`config.mk`:
```
export PLATFORM = sky130hd
export DESIGN_NAME = sorted_range_list_intersect_core
export DESIGN_NICKNAME = d
export VERILOG_FILES = /design/src/sv/srli_pkg.sv /design/src/sv/srli_merge.sv /design/src/sv/srli_skid.sv /design/src/sv/sorted_range_list_intersect_core.sv
export SDC_FILE = /design/constraint.sdc
export NUM_CORES = 1
export LEC_CHECK = 0
export BUFFER_PORTS_ARGS = -buffer_cell sky130_fd_sc_hd__buf_2
export CORE_ASPECT_RATIO = 1.4
export CORE_MARGIN = 5
export CORE_UTILIZATION = 49
export DETAILED_ROUTE_END_ITERATION = 6
export PLACE_DENSITY_LB_ADDON = 0.2
export SYNTH_ARGS = -nofsm -noshare
export SYNTH_HDL_FRONTEND = slang
export SYNTH_HIERARCHICAL = 1
export SYNTH_SLANG_ARGS = --single-unit
```
`constraint.sdc`:
```
create_clock -name clk -period 7.61 [get_ports clk]
set_input_delay 0.3805 -clock clk [delete_from_list [all_inputs] [get_ports clk]]
set_output_delay 0.3805 -clock clk [all_outputs]
set_load 0.05 [all_outputs]
```
`src/sv/srli_pkg.sv`:
```
// Types and constants shared by the range-list intersection core.
`timescale 1ns / 1ps
package srli_pkg;

  localparam int POS_BITS   = 32;
  localparam int VALUE_BITS = 32;
  localparam int MODE_BITS  = 3;

  typedef logic [POS_BITS-1:0]          pos_t;
  typedef logic signed [VALUE_BITS-1:0] val_t;
  typedef logic [MODE_BITS-1:0]         mode_t;

  localparam mode_t MODE_LEFT      = 3'd0;
  localparam mode_t MODE_RIGHT     = 3'd1;
  localparam mode_t MODE_LEFT_END  = 3'd2;
  localparam mode_t MODE_RIGHT_END = 3'd3;
  localparam mode_t MODE_RESTART   = 3'd4;

  typedef struct packed {
    mode_t mode;
    pos_t  range_start;
    pos_t  range_end;
    val_t  range_value;
  } item_t;

  typedef struct packed {
    pos_t left_lo;
    pos_t left_hi;
    logic left_held;
    pos_t right_lo;
    pos_t right_hi;
    val_t right_val;
    logic right_held;
    logic left_ended;
    logic right_ended;
  } merge_state_t;

  typedef struct packed {
    logic hit;
    pos_t out_start;
    pos_t out_end;
    val_t out_value;
    logic need_left;
    logic need_right;
    logic complete;
    logic slot_error;
  } result_t;

endpackage

```
`src/sv/srli_merge.sv`:
```
// Combinational merge step: one item against the held slots gives next state and result.
`timescale 1ns / 1ps
module srli_merge (
  input  srli_pkg::item_t        item,
  input  srli_pkg::merge_state_t cur,
  output srli_pkg::merge_state_t nxt,
  output srli_pkg::result_t      res
);
  import srli_pkg::*;

  pos_t         end_fix;
  merge_state_t ld;
  logic         err;
  pos_t         lo_max;
  pos_t         hi_min;

  always_comb begin
    // An inverted range collapses to its start position.
    end_fix = (item.range_end < item.range_start) ? item.range_start : item.range_end;
    ld      = cur;
    err     = 1'b0;
    unique case (item.mode)
      MODE_LEFT: begin
        if (cur.left_held || cur.left_ended) begin
          err = 1'b1;
        end else begin
          ld.left_lo   = item.range_start;
          ld.left_hi   = end_fix;
          ld.left_held = 1'b1;
        end
      end
      MODE_RIGHT: begin
        if (cur.right_held || cur.right_ended) begin
          err = 1'b1;
        end else begin
          ld.right_lo   = item.range_start;
          ld.right_hi   = end_fix;
          ld.right_val  = item.range_value;
          ld.right_held = 1'b1;
        end
      end
      MODE_LEFT_END:  ld.left_ended  = 1'b1;
      MODE_RIGHT_END: ld.right_ended = 1'b1;
      MODE_RESTART:   ld = '0;
      default:        ld = cur;
    endcase
  end

  always_comb begin
    lo_max        = (ld.left_lo > ld.right_lo) ? ld.left_lo : ld.right_lo;
    hi_min        = (ld.left_hi < ld.right_hi) ? ld.left_hi : ld.right_hi;
    nxt           = ld;
    res           = '0;
    res.slot_error = err;
    if (ld.left_held && ld.right_held) begin
      if (ld.left_hi < ld.right_lo) begin
        nxt.left_held = 1'b0;
      end else if (ld.right_hi < ld.left_lo) begin
        nxt.right_held = 1'b0;
      end else begin
        res.hit       = 1'b1;
        res.out_start = lo_max;
        res.out_end   = hi_min;
        res.out_value = ld.right_val;
        if (ld.left_hi == hi_min) begin
          nxt.left_held = 1'b0;
        end
        if (ld.right_hi == hi_min) begin
          nxt.right_held = 1'b0;
        end
      end
    end
    res.need_left  = !nxt.left_held && !nxt.left_ended;
    res.need_right = !nxt.right_held && !nxt.right_ended;
    res.complete   = (nxt.left_ended && !nxt.left_held) ||
                     (nxt.right_ended && !nxt.right_held);
  end

endmodule

```
`src/sv/srli_skid.sv`:
```
// Two-entry result buffer that decouples the merge stage from the output stall.
`timescale 1ns / 1ps
module srli_skid (
  input  logic              clk,
  input  logic              rst_n,
  input  logic              push,
  input  srli_pkg::result_t push_data,
  output logic              full,
  output logic              out_valid,
  input  logic              out_stall,
  output srli_pkg::result_t out_data
);
  import srli_pkg::*;

  result_t    entry_r [2];
  logic       wr_ptr_r;
  logic       wr_ptr_nxt;
  logic       rd_ptr_r;
  logic       rd_ptr_nxt;
  logic [1:0] count_r;
  logic [1:0] count_nxt;
  logic       pop;

  assign full      = (count_r == 2'd2);
  assign out_valid = (count_r != 2'd0);
  assign out_data  = entry_r[rd_ptr_r];
  assign pop       = out_valid && !out_stall;

  always_comb begin
    wr_ptr_nxt = push ? ~wr_ptr_r : wr_ptr_r;
    rd_ptr_nxt = pop ? ~rd_ptr_r : rd_ptr_r;
    count_nxt  = count_r + {1'b0, push} - {1'b0, pop};
  end

  always_ff @(posedge clk) begin
    if (!rst_n) begin
      wr_ptr_r <= 1'b0;
      rd_ptr_r <= 1'b0;
      count_r  <= 2'd0;
    end else begin
      wr_ptr_r <= wr_ptr_nxt;
      rd_ptr_r <= rd_ptr_nxt;
      count_r  <= count_nxt;
    end
  end

  always_ff @(posedge clk) begin
    if (push) begin
      entry_r[wr_ptr_r] <= push_data;
    end
  end

endmodule

```
`src/sv/sorted_range_list_intersect_core.sv`:
```
// An accepted beat waits in the input register; its merged result goes into the result buffer.
// Throughput: one beat per cycle while the buffer has room; the merge step is combinational.
// A two-entry result buffer lets a new beat enter while a finished result is still stalled.
// Reset (rst_n low, synchronous): both slots empty, both streams open, all buffers empty.
// A restart beat clears the same merge state as reset and yields one result with no hit.
`timescale 1ns / 1ps
module sorted_range_list_intersect_core (
  input  logic                   clk,
  input  logic                   rst_n,
  input  logic                   in_valid,
  output logic                   in_stall,
  input  srli_pkg::mode_t        in_mode,
  input  srli_pkg::pos_t         in_range_start,
  input  srli_pkg::pos_t         in_range_end,
  input  srli_pkg::val_t         in_range_value,
  output logic                   out_valid,
  input  logic                   out_stall,
  output logic                   out_hit,
  output srli_pkg::pos_t         out_start,
  output srli_pkg::pos_t         out_end,
  output srli_pkg::val_t         out_value,
  output logic                   out_need_left,
  output logic                   out_need_right,
  output logic                   out_complete,
  output logic                   out_slot_error
);
  import srli_pkg::*;

  // Input register: the beat waits here until the result buffer has room.
  logic         s1_valid_r;
  logic         s1_valid_nxt;
  item_t        s1_item_r;
  logic         in_accept;
  logic         advance;
  logic         skid_full;

  // Merge state: the left and right slots and the end-of-stream flags.
  merge_state_t st_r;
  merge_state_t st_nxt;
  result_t      step_res;
  result_t      out_res;

  // The stall is taken from the registered buffer fill, never from out_stall directly.
  assign in_stall  = s1_valid_r && skid_full;
  assign in_accept = in_valid && !in_stall;
  assign advance   = s1_valid_r && !skid_full;

  always_comb begin
    s1_valid_nxt = s1_valid_r;
    if (in_accept) begin
      s1_valid_nxt = 1'b1;
    end else if (advance) begin
      s1_valid_nxt = 1'b0;
    end
  end

  always_ff @(posedge clk) begin
    if (!rst_n) begin
      s1_valid_r <= 1'b0;
    end else begin
      s1_valid_r <= s1_valid_nxt;
    end
  end

  always_ff @(posedge clk) begin
    if (in_accept) begin
      s1_item_r <= '{mode: in_mode, range_start: in_range_start,
                     range_end: in_range_end, range_value: in_range_value};
    end
  end

  // One merge step per beat: load or flag the slot, or clear all on restart, then drop or intersect.
  srli_merge u_merge (
    .item (s1_item_r),
    .cur  (st_r),
    .nxt  (st_nxt),
    .res  (step_res)
  );

  // The state moves only when the beat's result is written into the buffer,
  // so a stalled beat is merged exactly once.
  always_ff @(posedge clk) begin
    if (!rst_n) begin
      st_r <= '0;
    end else if (advance) begin
      st_r <= st_nxt;
    end
  end

  srli_skid u_skid (
    .clk       (clk),
    .rst_n     (rst_n),
    .push      (advance),
    .push_data (step_res),
    .full      (skid_full),
    .out_valid (out_valid),
    .out_stall (out_stall),
    .out_data  (out_res)
  );

  assign out_hit        = out_res.hit;
  assign out_start      = out_res.out_start;
  assign out_end        = out_res.out_end;
  assign out_value      = out_res.out_value;
  assign out_need_left  = out_res.need_left;
  assign out_need_right = out_res.need_right;
  assign out_complete   = out_res.complete;
  assign out_slot_error = out_res.slot_error;

endmodule

```
==> metrics.txt <==
Synth Instances=2456; Synth area leader=edfxtp_1; Worst Path Max Fanout=21; peak supply drop=0.196 mV; Slew HR=25.3%; Cell variety after synth=75; Cell Pwr Density=267 nW/µm²; Starting Density=49.3%; gr ovfl total=0; Final Hold Viols=0; CP startpoint=s1_item_r[90]$_DFFE_PP_; predominant post-synthesis flop cell=edfxtp_1; worst reg2reg path startpoint=s1_item_r[90]$_DFFE_PP_; sequential-to-total area share from yosys stat=47.7%; die width=205 µm; die area=58000 µm²; worst reg-to-reg setup slack=0.68 ns; clock net sink count=471; Final nets=2976; Final Power=8.08 mW; chip height=283 µm; worst setup margin=0.680 ns; Post-Place Worst Slack=0.751 ns; Vias=19.1k; CP Data Arrival Time=7.19 ns; Post-synth EDFFs=301; Detailed Place HPWL=54200 µm; Worst Reg-to-Reg Cells=20; CTS Buf Count=49; LEAKAGE=12.5 nW; final period utilization=91.1%; Hold Path Class=input pin to flip-flop; top post-synthesis cells by area=edfxtp_1 (35%), dfxtp_1 (13%), mux2i_1 (8.7%); io pins=206; clock transition at the registers of the reported paths=0.06 ns; Worst Setup EP=u_skid/entry_r[1][54]$_DFFE_PP_; largest net degree at the start of global routing=227; final clock skew=0.0204 ns; # rows=100; post-CTS sizing=0; wire per inst=21.6 µm; Critical Path End Type=flip-flop; initial antenna violation count=1; DRC viols=0; core area=52900 µm²; Pre-antenna DRT Iters=7; Final Hold Slack=0.00306 ns; Placement Cell Area=27500 µm²; total wire length=75100 µm; GP Congestion=0.957; Tmin final=6.93 ns; status=finished clean; Longest Clk Path Bufs=3; Root Driver=clkbuf_16; port bufs=205; htree depth=2; Setup CP Type=flip-flop to flip-flop; number of synthesis warnings=6; CP Launch Type=flip-flop; post-synthesis register bit count=471; max-slew violation count=0; first-pass GRT wire length=113000 µm; CTS tree=built; setup bufs post-CTS=0; Syn Std Cell Area=26100 µm²; Post-Syn Area per Cell=10.6 µm²; post-DR vias/cell=5.50; Max Clk Rate=144 MHz; Routed Antenna Nets=0; ys async rst share=0%; vias in the first global route=19.0k; n_diodes=0; Synth Net Count=2717; Fillers=4531; Worst-Margin Slew=1.12 ns; MaxCap Viol Count=0; clk_lat worst skew=0.60 ns; worst r2r dst=u_skid/entry_r[1][54]$_DFFE_PP_; critical path required time=7.87 ns; Setup TNS=0 ns; final instance area=30200 µm²; Tot GR Track Use=25.3%; Synth top area share=34.7%; initial drt markers=1293; final setup fails=0; RSZ-0062 raised after global routing=no; share of cells above drive strength 1=18.4%; Synth-to-Final Area Change=16.0%
cell usage after synthesis (34+ instances only):
| master | n |
|---|---|
| nand2_1 | 402 |
| edfxtp_1 | 301 |
| nor2_1 | 238 |
| mux2i_1 | 226 |
| dfxtp_1 | 170 |
| ha_1 | 158 |
| a21oi_1 | 152 |
| inv_1 | 151 |
| mux2_4 | 90 |
| buf_2 | 48 |
| a21o_1 | 46 |
| clkbuf_1 | 43 |
| nor3_1 | 40 |
| o21ai_0 | 35 |
| nand4_1 | 34 |
worst min-delay path by stage:
stage                     depth (start not counted)             startpoint                 endpoint
after floorplan                                   2  st_r[36]$_SDFFE_PN0P_    st_r[36]$_SDFFE_PN0P_
after global placement                            2  st_r[46]$_SDFFE_PN0P_    st_r[46]$_SDFFE_PN0P_
after detailed placement                          2  st_r[64]$_SDFFE_PN0P_    st_r[64]$_SDFFE_PN0P_
after CTS                                         1     in_range_start[22]  s1_item_r[86]$_DFFE_PP_
after global routing                              1     in_range_start[17]  s1_item_r[81]$_DFFE_PP_
final                                             1     in_range_start[22]  s1_item_r[86]$_DFFE_PP_
critical path, cell delays in order, from the launching register on:
cell and delay [ns]:
edfxtp_1 0.48, inv_1 0.14, ha_1 0.23, and2_1 0.16, a221o_1 0.29, a221oi_1 0.42
o21a_2 0.43, and2_1 0.53, buf_4 0.35, a221oi_1 0.15, inv_1 0.19, ha_1 0.27
a2111oi_0 0.76, a2111o_1 0.28, a211oi_1 0.06, o31ai_1 0.54, buf_4 0.21, a31oi_1 0.15
nand3_4 0.48, buf_12 0.26, a211oi_1 0.13
power breakdown:
group          switching [mW]  leakage [nW]  internal [mW]
clock network            1.04         0.882           1.64
registers               0.128          4.21           2.89
logic                    1.56          7.45          0.825
total                    2.73          12.5           5.35
final cells by class:
cell class              instances  area (µm²)  area share, %
clock buffers                  66        1360           4.50
well taps                     714         893           2.95
flip-flops and latches        471       12400           41.2
multi-input cells            1690       12100           40.0
clock inverters                26         447           1.48
repair buffers                348        2400           7.94
inverters                     155         582           1.92
logic make-up (layout without fill, tap and decap cells):
kind of cell / count (synthesis) / count (layout) / share of synthesized area (%)
adders and majority gates: 158 / 158 / 7.58
AOI/OAI and AO/OA: 373 / 373 / 10.1
and+or+nand+nor: 804 / 804 / 13.1
xor gates and xnor gates: 27 / 27 / 0.960
DFF: 471 / 471 / 47.7
muxes: 328 / 328 / 14.4
buffers and inverters: 295 / 595 / 6.11
timing repair:
| item | 4_1_cts | 5_1_grt |
|---|---|---|
| endpoints found under the hold margin | 97 | 0 |
| hold buffers | 97 | 0 |
| setup endpoints to repair | 0 | 0 |
layout by cell type (no fill, tap or decap), types with 7 or more instances in the layout:
master	netlist	layout
clkinv_2	0	7
ha_1	158	158
a22oi_1	8	8
dfxtp_1	170	169
o21bai_2	15	15
nand2_1	402	402
bufinv_16	0	11
and2_1	31	30
clkbuf_16	0	50
a21o_1	46	45
inv_1	151	151
dlygate4sd3_1	0	97
nor3_1	40	40
mux2_4	90	90
nor2b_1	17	15
clkbuf_1	43	11
edfxtp_1	301	301
mux2_2	11	11
nand2b_1	13	13
a211oi_2	26	26
nand3_1	8	7
a211oi_1	9	9
xnor2_1	25	25
a21oi_1	152	152
nand4_1	34	34
buf_4	6	42
buf_2	48	204
mux2i_1	226	226
nor2_1	238	238
o21ai_0	35	35
o21a_1	10	10
a221oi_1	23	23
layer usage:
metal  global-route usage, %  vias to the layer above  part of all wire, %
met1                    32.2                     9233                   41
met5                       0                        -               0.0093
met3                    3.79                      143                  5.3
met2                    43.0                      561                   49
met4                    10.4                        2                  4.4
li1                        -                     9152                    -
registers in the layout (all words and copies together), names as in the netlist, named ones only:
name             flops
st_r               164
u_skid/wr_ptr_r      1
u_skid/entry_r     202
u_skid/count_r       2
s1_valid_r           1
s1_item_r           99
u_skid/rd_ptr_r      1
stage by stage:
| step | utilization, % | std cells |
|---|---|---|
| 3_3_place_gp | 51.9 | 3281 |
| 6_report | 57.1 | 3470 |
| 5_1_grt | 57.1 | 3470 |
| 3_5_place_dp | 51.9 | 3281 |
| 4_1_cts | 57.1 | 3470 |
| 2_1_floorplan | - | 2456 |
Power figures use the tool's default switching activity.
